### config.mk
export PLATFORM = sky130hd
export DESIGN_NAME = linear_scan_register_allocator
export DESIGN_NICKNAME = d
export VERILOG_FILES = /design/src/hw/rtl/lsra_pkg.sv /design/src/hw/rtl/lsra_out_reg.sv /design/src/hw/rtl/linear_scan_register_allocator.sv
export SDC_FILE = /design/constraint.sdc
export NUM_CORES = 2
export LEC_CHECK = 0
export BUFFER_PORTS_ARGS = -buffer_cell sky130_fd_sc_hd__buf_4
export CORE_MARGIN = 2
export CORE_UTILIZATION = 55
export CTS_CLUSTER_DIAMETER = 40
export DETAILED_ROUTE_END_ITERATION = 12
export GPL_TIMING_DRIVEN = 1
export PLACE_DENSITY_LB_ADDON = 0.2
export SLEW_MARGIN = 20
export SYNTH_ARGS = -nofsm -noshare
export SYNTH_HDL_FRONTEND = slang
export SYNTH_SLANG_ARGS = --single-unit
### constraint.sdc
create_clock -name clk -period 10 [get_ports clk]
set_input_delay 2 -clock clk [delete_from_list [all_inputs] [get_ports clk]]
set_output_delay 2 -clock clk [all_outputs]
set_load 0.02 [all_outputs]
### src/hw/rtl/lsra_pkg.sv
package lsra_pkg;

	localparam int ID_W     = 32;
	localparam int PLACE_W  = 16;
	localparam int COLOR_W  = 6;
	localparam int TOTAL_W  = 16;
	localparam int BUDGET_W = 6;

	localparam logic [BUDGET_W-1:0] BUDGET_RESET = 6'd32;
	localparam logic [TOTAL_W-1:0]  SLOT_MAX     = '1;

	typedef struct packed {
		logic [ID_W-1:0]    resource;
		logic               spill;
		logic [PLACE_W-1:0] place;
		logic [COLOR_W-1:0] colors;
		logic [TOTAL_W-1:0] total;
		logic               last;
	} result_t;

endpackage

### src/hw/rtl/lsra_out_reg.sv
module lsra_out_reg
	import lsra_pkg::*;
(
	input  logic    clk,
	input  logic    arst_n,
	input  logic    push,
	input  result_t push_data,
	output logic    free,
	output logic    valid,
	input  logic    stall,
	output result_t data
);

	logic    valid_q;
	result_t data_q;

	assign free  = !valid_q || !stall;
	assign valid = valid_q;
	assign data  = data_q;

	always_ff @(posedge clk or negedge arst_n) begin
		if (!arst_n) begin
			valid_q <= 1'b0;
		end else if (push) begin
			valid_q <= 1'b1;
		end else if (!stall) begin
			valid_q <= 1'b0;
		end
	end

	always_ff @(posedge clk) begin
		if (push) begin
			data_q <= push_data;
		end
	end

endmodule

### src/hw/rtl/linear_scan_register_allocator.sv
// Linear-scan register allocator.
// Input channel (in_valid / in_stall): one live interval per item, sorted by start
// then end; first_of_set clears all allocation state before the item is handled.
// Output channel (out_valid / out_stall): one result per item, or two when an
// active interval is evicted (the victim's spill first, then the new interval).
// Config channel (cfg_valid / cfg_ready): register_budget, always ready, write it
// only while the block is idle.
// Steps per item: accept, an expiry scan over the busy registers in activation
// order (nothing to scan after first_of_set), a search upward from register 0 for
// the lowest free register below the budget limit, then loading of the result
// (or of both results). An eviction adds, before the result load, a shift that
// closes up the activation-order list behind the victim's position.
// The expiry scan walks the activation-order list memory and the entry memory
// through a two-read pipeline; the free search tests one busy bit per cycle.
// One item is in work at a time; in_stall is high from accept until the last
// result is loaded into the output register. A stalled output holds its item
// and the block waits before loading the next result.
// Reset empties the allocator and sets register_budget to 32; no clearing pass.
module linear_scan_register_allocator
	import lsra_pkg::*;
#(
	parameter int MAX_REGS   = 32,
	parameter int STEP_WIDTH = 16
) (
	input  logic                clk,
	input  logic                arst_n,
	input  logic                cfg_valid,
	output logic                cfg_ready,
	input  logic [BUDGET_W-1:0] cfg_data,
	input  logic                in_valid,
	output logic                in_stall,
	input  logic                first_of_set,
	input  logic [31:0]         resource_id,
	input  logic [15:0]         from_step,
	input  logic [15:0]         to_step,
	output logic                out_valid,
	input  logic                out_stall,
	output logic [31:0]         out_resource,
	output logic                is_spill,
	output logic [15:0]         place_index,
	output logic [5:0]          color_count,
	output logic [15:0]         spill_total,
	output logic                last
);

	localparam int IDX_W = (MAX_REGS > 1) ? $clog2(MAX_REGS) : 1;
	localparam int CNT_W = $clog2(MAX_REGS + 1);
	localparam int CMP_W = (CNT_W > BUDGET_W) ? CNT_W : BUDGET_W;
	localparam int ENT_W = STEP_WIDTH + ID_W;

	localparam logic [2:0] S_IDLE  = 3'd0;
	localparam logic [2:0] S_SCAN  = 3'd1;
	localparam logic [2:0] S_FREE  = 3'd2;
	localparam logic [2:0] S_SHIFT = 3'd3;
	localparam logic [2:0] S_OUT   = 3'd4;
	localparam logic [2:0] S_OUT2  = 3'd5;

	logic [2:0]            state_q;
	logic [BUDGET_W-1:0]   budget_q;
	logic [MAX_REGS-1:0]   busy_q;
	logic [CNT_W-1:0]      cnt_q;
	logic [CNT_W-1:0]      rd_q;
	logic [CNT_W-1:0]      wr_q;
	logic [CNT_W-1:0]      free_q;
	logic [CNT_W-1:0]      hw_q;
	logic [TOTAL_W-1:0]    spill_q;
	logic [ID_W-1:0]       owner_q;
	logic [STEP_WIDTH-1:0] start_q;
	logic [STEP_WIDTH-1:0] end_q;
	logic                  v_s1;
	logic                  v_s2;
	logic [IDX_W-1:0]      reg_s2;
	logic                  vic_found_q;
	logic [STEP_WIDTH-1:0] vic_end_q;
	logic [ID_W-1:0]       vic_owner_q;
	logic [IDX_W-1:0]      vic_reg_q;
	logic [CNT_W-1:0]      vic_pos_q;
	result_t               res0_q;
	result_t               res1_q;
	logic                  two_q;

	// activation-order list and per-register entry {end, owner}
	logic [IDX_W-1:0] ord_mem [MAX_REGS];
	logic [ENT_W-1:0] ent_mem [MAX_REGS];
	logic [IDX_W-1:0] ord_rd_q;
	logic [ENT_W-1:0] ent_rd_q;
	logic             ord_we;
	logic [IDX_W-1:0] ord_wa;
	logic [IDX_W-1:0] ord_wd;
	logic [IDX_W-1:0] ord_ra;
	logic             ent_we;
	logic [IDX_W-1:0] ent_wa;
	logic [ENT_W-1:0] ent_wd;

	logic [STEP_WIDTH-1:0] ent_end;
	logic [ID_W-1:0]       ent_owner;
	logic                  accept;
	logic [CMP_W-1:0]      limit;
	logic                  free_hit;
	logic [IDX_W-1:0]      free_idx;
	logic                  take_free;
	logic                  expire_s2;
	logic                  keep_s2;
	logic                  shift_wr;
	logic                  shift_fin;
	logic [IDX_W-1:0]      take_reg;
	logic [CMP_W-1:0]      take_p1;
	logic                  out_free;
	logic                  out_load;
	result_t               load_res;
	result_t               out_res;

	assign cfg_ready = 1'b1;
	assign in_stall  = (state_q != S_IDLE);
	assign accept    = in_valid && !in_stall;

	assign ent_end   = ent_rd_q[ENT_W-1 -: STEP_WIDTH];
	assign ent_owner = ent_rd_q[ID_W-1:0];

	assign limit    = (CMP_W'(budget_q) < CMP_W'(MAX_REGS)) ? CMP_W'(budget_q)
		: CMP_W'(MAX_REGS);
	assign free_hit  = CMP_W'(free_q) < limit;
	assign free_idx  = free_q[IDX_W-1:0];
	assign take_free = (state_q == S_FREE) && free_hit && !busy_q[free_idx];

	assign expire_s2 = (state_q == S_SCAN) && v_s2 && (ent_end < start_q);
	assign keep_s2   = (state_q == S_SCAN) && v_s2 && !(ent_end < start_q);
	assign shift_wr  = (state_q == S_SHIFT) && v_s1;
	assign shift_fin = (state_q == S_SHIFT) && !v_s1 && (rd_q >= cnt_q);

	assign take_reg = (state_q == S_FREE) ? free_idx : vic_reg_q;
	assign take_p1  = CMP_W'(take_reg) + CMP_W'(1);

	always_comb begin
		ord_we = 1'b0;
		ord_wa = wr_q[IDX_W-1:0];
		ord_wd = reg_s2;
		ord_ra = rd_q[IDX_W-1:0];
		ent_we = 1'b0;
		ent_wa = take_reg;
		ent_wd = {end_q, owner_q};
		if (keep_s2) begin
			ord_we = 1'b1;
		end else if (take_free) begin
			ord_we = 1'b1;
			ord_wa = cnt_q[IDX_W-1:0];
			ord_wd = free_idx;
			ent_we = 1'b1;
		end else if (shift_wr) begin
			ord_we = 1'b1;
			ord_wd = ord_rd_q;
		end else if (shift_fin) begin
			ord_we = 1'b1;
			ord_wd = vic_reg_q;
			ent_we = 1'b1;
		end
	end

	always_ff @(posedge clk) begin
		if (ord_we) begin
			ord_mem[ord_wa] <= ord_wd;
		end
		ord_rd_q <= ord_mem[ord_ra];
	end

	always_ff @(posedge clk) begin
		if (ent_we) begin
			ent_mem[ent_wa] <= ent_wd;
		end
		ent_rd_q <= ent_mem[ord_rd_q];
	end

	always_ff @(posedge clk or negedge arst_n) begin
		if (!arst_n) begin
			budget_q <= BUDGET_RESET;
		end else if (cfg_valid) begin
			budget_q <= cfg_data;
		end
	end

	always_ff @(posedge clk or negedge arst_n) begin
		if (!arst_n) begin
			state_q     <= S_IDLE;
			busy_q      <= '0;
			cnt_q       <= '0;
			rd_q        <= '0;
			wr_q        <= '0;
			free_q      <= '0;
			hw_q        <= '0;
			spill_q     <= '0;
			v_s1        <= 1'b0;
			v_s2        <= 1'b0;
			vic_found_q <= 1'b0;
			two_q       <= 1'b0;
		end else begin
			case (state_q)
				S_IDLE: begin
					if (accept) begin
						rd_q        <= '0;
						wr_q        <= '0;
						v_s1        <= 1'b0;
						v_s2        <= 1'b0;
						vic_found_q <= 1'b0;
						if (first_of_set) begin
							busy_q  <= '0;
							cnt_q   <= '0;
							hw_q    <= '0;
							spill_q <= '0;
						end
						state_q <= S_SCAN;
					end
				end
				S_SCAN: begin
					if (rd_q < cnt_q) begin
						v_s1 <= 1'b1;
						rd_q <= rd_q + CNT_W'(1);
					end else begin
						v_s1 <= 1'b0;
					end
					v_s2 <= v_s1;
					if (expire_s2) begin
						busy_q[reg_s2] <= 1'b0;
					end
					if (keep_s2) begin
						wr_q <= wr_q + CNT_W'(1);
						// strict compare keeps the earliest activated on equal ends
						if (!vic_found_q || ent_end > vic_end_q) begin
							vic_found_q <= 1'b1;
						end
					end
					if ((rd_q >= cnt_q) && !v_s1 && !v_s2) begin
						cnt_q   <= wr_q;
						free_q  <= '0;
						state_q <= S_FREE;
					end
				end
				S_FREE: begin
					if (take_free) begin
						busy_q[free_idx] <= 1'b1;
						cnt_q            <= cnt_q + CNT_W'(1);
						if (take_p1 > CMP_W'(hw_q)) begin
							hw_q <= CNT_W'(take_p1);
						end
						two_q   <= 1'b0;
						state_q <= S_OUT;
					end else if (!free_hit) begin
						if (spill_q != SLOT_MAX) begin
							spill_q <= spill_q + TOTAL_W'(1);
						end
						if (vic_found_q && (vic_end_q > end_q)) begin
							two_q   <= 1'b1;
							rd_q    <= vic_pos_q + CNT_W'(1);
							wr_q    <= vic_pos_q;
							v_s1    <= 1'b0;
							state_q <= S_SHIFT;
						end else begin
							two_q   <= 1'b0;
							state_q <= S_OUT;
						end
					end else begin
						free_q <= free_q + CNT_W'(1);
					end
				end
				S_SHIFT: begin
					// close up the list behind the victim, then append the new owner
					if (rd_q < cnt_q) begin
						v_s1 <= 1'b1;
						rd_q <= rd_q + CNT_W'(1);
					end else begin
						v_s1 <= 1'b0;
					end
					if (shift_wr) begin
						wr_q <= wr_q + CNT_W'(1);
					end
					if (shift_fin) begin
						if (take_p1 > CMP_W'(hw_q)) begin
							hw_q <= CNT_W'(take_p1);
						end
						state_q <= S_OUT;
					end
				end
				S_OUT: begin
					if (out_free) begin
						state_q <= two_q ? S_OUT2 : S_IDLE;
					end
				end
				S_OUT2: begin
					if (out_free) begin
						state_q <= S_IDLE;
					end
				end
				default: begin
					state_q <= S_IDLE;
				end
			endcase
		end
	end

	// item fields, pipeline payload, victim and result payload
	always_ff @(posedge clk) begin
		if (accept) begin
			owner_q <= resource_id;
			start_q <= STEP_WIDTH'(from_step);
			end_q   <= STEP_WIDTH'(to_step);
		end
		reg_s2 <= ord_rd_q;
		if (keep_s2 && (!vic_found_q || ent_end > vic_end_q)) begin
			vic_end_q   <= ent_end;
			vic_owner_q <= ent_owner;
			vic_reg_q   <= reg_s2;
			vic_pos_q   <= wr_q;
		end
		if (take_free) begin
			res0_q <= '{resource: owner_q, spill: 1'b0, place: PLACE_W'(free_idx),
				colors: '0, total: '0, last: 1'b1};
		end else if ((state_q == S_FREE) && !free_hit) begin
			if (vic_found_q && (vic_end_q > end_q)) begin
				res0_q <= '{resource: vic_owner_q, spill: 1'b1, place: PLACE_W'(spill_q),
					colors: '0, total: '0, last: 1'b0};
				res1_q <= '{resource: owner_q, spill: 1'b0, place: PLACE_W'(vic_reg_q),
					colors: '0, total: '0, last: 1'b1};
			end else begin
				res0_q <= '{resource: owner_q, spill: 1'b1, place: PLACE_W'(spill_q),
					colors: '0, total: '0, last: 1'b1};
			end
		end
	end

	assign out_load = ((state_q == S_OUT) || (state_q == S_OUT2)) && out_free;

	always_comb begin
		load_res        = (state_q == S_OUT2) ? res1_q : res0_q;
		load_res.colors = COLOR_W'(hw_q);
		load_res.total  = spill_q;
		load_res.last   = (state_q == S_OUT2) || !two_q;
	end

	lsra_out_reg u_out_reg (
		.clk       (clk),
		.arst_n    (arst_n),
		.push      (out_load),
		.push_data (load_res),
		.free      (out_free),
		.valid     (out_valid),
		.stall     (out_stall),
		.data      (out_res)
	);

	assign out_resource = out_res.resource;
	assign is_spill     = out_res.spill;
	assign place_index  = out_res.place;
	assign color_count  = out_res.colors;
	assign spill_total  = out_res.total;
	assign last         = out_res.last;

`ifndef SYNTHESIS
	a_busy_count: assert property (@(posedge clk) disable iff (!arst_n)
		(state_q == S_IDLE) |-> ($countones(busy_q) == int'(cnt_q)))
		else $error("busy bits and activation list count disagree");

	a_spill_mono: assert property (@(posedge clk) disable iff (!arst_n)
		(state_q != S_IDLE) |=> (spill_q >= $past(spill_q)))
		else $error("spill counter went down within an item");

	a_shift_victim: assert property (@(posedge clk) disable iff (!arst_n)
		(state_q == S_SHIFT) |-> (vic_found_q && (cnt_q != '0)))
		else $error("eviction without a victim");
`endif

endmodule
==> impl_metrics.ini <==
[detailed_routing]
drtIter0Drc = 4109
route.detailed.drc = 0
vias = 40200
postRouteAntennaNets = 0
via_per_inst = 6.33
first_pass_iters = 6
wl_mm = 186
wl_per_cell_um = 29.2

[logic_synthesis]
ys_warn_count = 0
async_flop_share_pct = 4.33
synth_seq_cells = 2127
synth_nets = 4025
synth_cells = 3878
syn_area_um2 = 82400
yosys-top-cells-area = edfxtp_1 72%, mux4_2 15%, dfrtp_1 2.8%, dfxtp_1 1.7%, mux2_2 1.4%
yosysSeqAreaShare_pct = 76.1
synthMostInstantiatedCell = edfxtp_1
synth_top_area_share_pct = 71.6
yosysUniqueCellTypes = 84
syn_avg_cell_area_um2 = 21.2
yosys.area.top_type = edfxtp_1
synth_common_cells = 1965 x edfxtp_1, 538 x mux4_2, 139 x nor2_1
synth_edf_count = 1965
ys_dominant_reg_cell = edfxtp_1

[clock_tree]
clockRootBuffer = clkbuf_16
clk_latency_ns = 0.90
clock-sinks = 2127
cts_buffers = 286
tritoncts = yes
post_cts_buffers = 0
cts_buffer_depth = 4
cts_resized = 0
cts_max_level = 5
clk_pin_slew_ns = 0.05
hold_buffers = 0

[timing]
finalHoldViolCount = 0
rsz0062_at_grt = false
post-route-period-util_pct = 57.2
setup_violations = 0
fin_setup_tns_ns = 0
skew_ns = 0.0568
clock.fmax_mhz = 175
slew_headroom_pct = 23.3
holdWs_ns = 0.378
period_needed_ns = 5.72
drv_slew = 0
tightestPinTransition_ns = 1.15

[hold_path]
min-delay-start = ent_rd_q[10]
hp-class = reg -> reg

[place]
gp_routability_congestion = 0.852
dpl.hpwl_mm = 98.2
portBuffers = 149

[cells_and_area]
seqCellArea_um2 = 62700
multi_input_area_um2 = 18900
syn2layout_area_growth_pct = 16.1
drive_above_1_share_pct = 31.7
nets = 4357
utilization_pct = 64.1
fillers = 9776

[floorplanning]
die_area_um2 = 153000
initial_core_util_pct = 55.2
floorplan.rows = 142
die_h_um = 391
die_w_um = 391
io_pins = 151
core_um2 = 149000

[grt]
grt_first_pass_wirelength_mm = 275
grt_antenna_before_repair = 4
grtUsageTotal_pct = 24.8
gr-total-overflow = 0
grt_max_degree = 149
grt_pass1_vias = 40700

[worst_setup_path]
crit_arrival_ns = 6.19
crit_type = reg -> reg
cp-startpoint = free_q[1]
required_ns = 10.48
cp_max_fo = 35
setup.worst_path.start_class = flop
r2r_start = free_q[1]
end_kind = flop

[flow_run]
maxCapViolations = 0

[pwr]
power_density_nw_per_um2 = 289
p_leak_nw = 31.4
peakVddDrop_mv = 0.276
finalPower_mw = 27.7

[status]
status = complete, no violations
## path summary, 6_finish.rpt
| kind | end | slack (ns) | cells after the start |
|---|---|---|---|
| setup reg to reg | ent_mem[30][11] | 4.28 | 9 |
| min in group asynchronous | rd_q[4] | 0.99 | 1 |
| hold / removal | vic_owner_q[10] | 0.38 | 0 |
| max in group asynchronous | spill_q[9] | 7.97 | 2 |
| hold reg to reg | vic_owner_q[10] | 0.38 | 0 |
| setup / recovery | ent_mem[30][11] | 4.28 | 9 |
## sequential cells by signal, indices dropped and copies added (netlist names), 16 cells and up
| register | cells |
|---|---|
| ent_mem | 1536 |
| vic_owner_q | 32 |
| spill_q | 16 |
| ord_mem | 160 |
| busy_q | 32 |
| ent_rd_q | 48 |
| res1_q | 37 |
| end_q | 16 |
| start_q | 16 |
| vic_end_q | 16 |
| u_out_reg.data | 72 |
| owner_q | 32 |
| res0_q | 49 |
## cells by family after synthesis
group	share of synthesized area [%]
flip-flops	76.1
multiplexers	16.3
AND/OR/NAND/NOR	2.45
AO/OA/AOI/OAI	2.61
buffers and inverters	1.34
adder cells (fa/ha/maj)	1.08
XOR/XNOR	0.117
other	0.00455
## per-stage QoR
step | std cells | instance area [µm²] | setup WS, ns
after floorplan | 3878 | 82400 | 3.96
after global placement | 5844 | 86000 | 4.47
after detailed placement | 5848 | 86100 | 4.43
after CTS | 6340 | 95300 | 4.39
after global routing | 6358 | 95600 | 4.17
final | 6359 | 95600 | 4.28
## report_power, final
group	internal, mW	total (mW)	leakage, nW	switching [mW]
sequential	10.8	11.4	19.6	0.630
combinational	2.99	6.42	7.37	3.43
clock	6.08	9.82	4.47	3.75
total	19.9	27.7	31.4	7.81
## metal layers
metal	global-route usage, %	routed length [µm]
met1	37.6	78700
met2	37.6	87600
met3	4.56	15700
met4	6.34	3660
met5	0	0
## area by class of cell
class,count,area share [%]
Sequential cell,2127,65.6
Antenna cell,1,0.00262
Multi-Input combinational cell,1480,19.7
Clock buffer,333,7.95
Tap cell,1944,2.54
Clock inverter,159,1.73
Inverter,72,0.285
Timing Repair Buffer,243,2.15
## worst max-delay path, cell delays in order, from the launching register on
cell	delay (ns)
dfrtp_1	0.91
mux4_2	0.61
a32oi_2	0.32
nand4_2	0.28
nor3_4	0.17
buf_4	0.38
or2_2	0.25
nand3_1	0.66
nor2_4	0.90
buf_4	0.76
## cells in the final DEF, fill, tap and decap left out, types with 28 or more instances in the layout
cell	instances
nor2_4	32
nor2_1	108
nand2_1	92
edfxtp_1	1965
a21oi_1	47
a22o_1	48
o21ai_0	135
clkinvlp_4	28
ha_1	71
mux2_2	100
clkinv_2	31
mux4_2	538
inv_1	70
nand3_1	30
clkbuf_1	31
buf_4	217
dfrtp_1	90
clkbuf_16	296
dfxtp_1	65
Power figures use the tool's default switching activity.
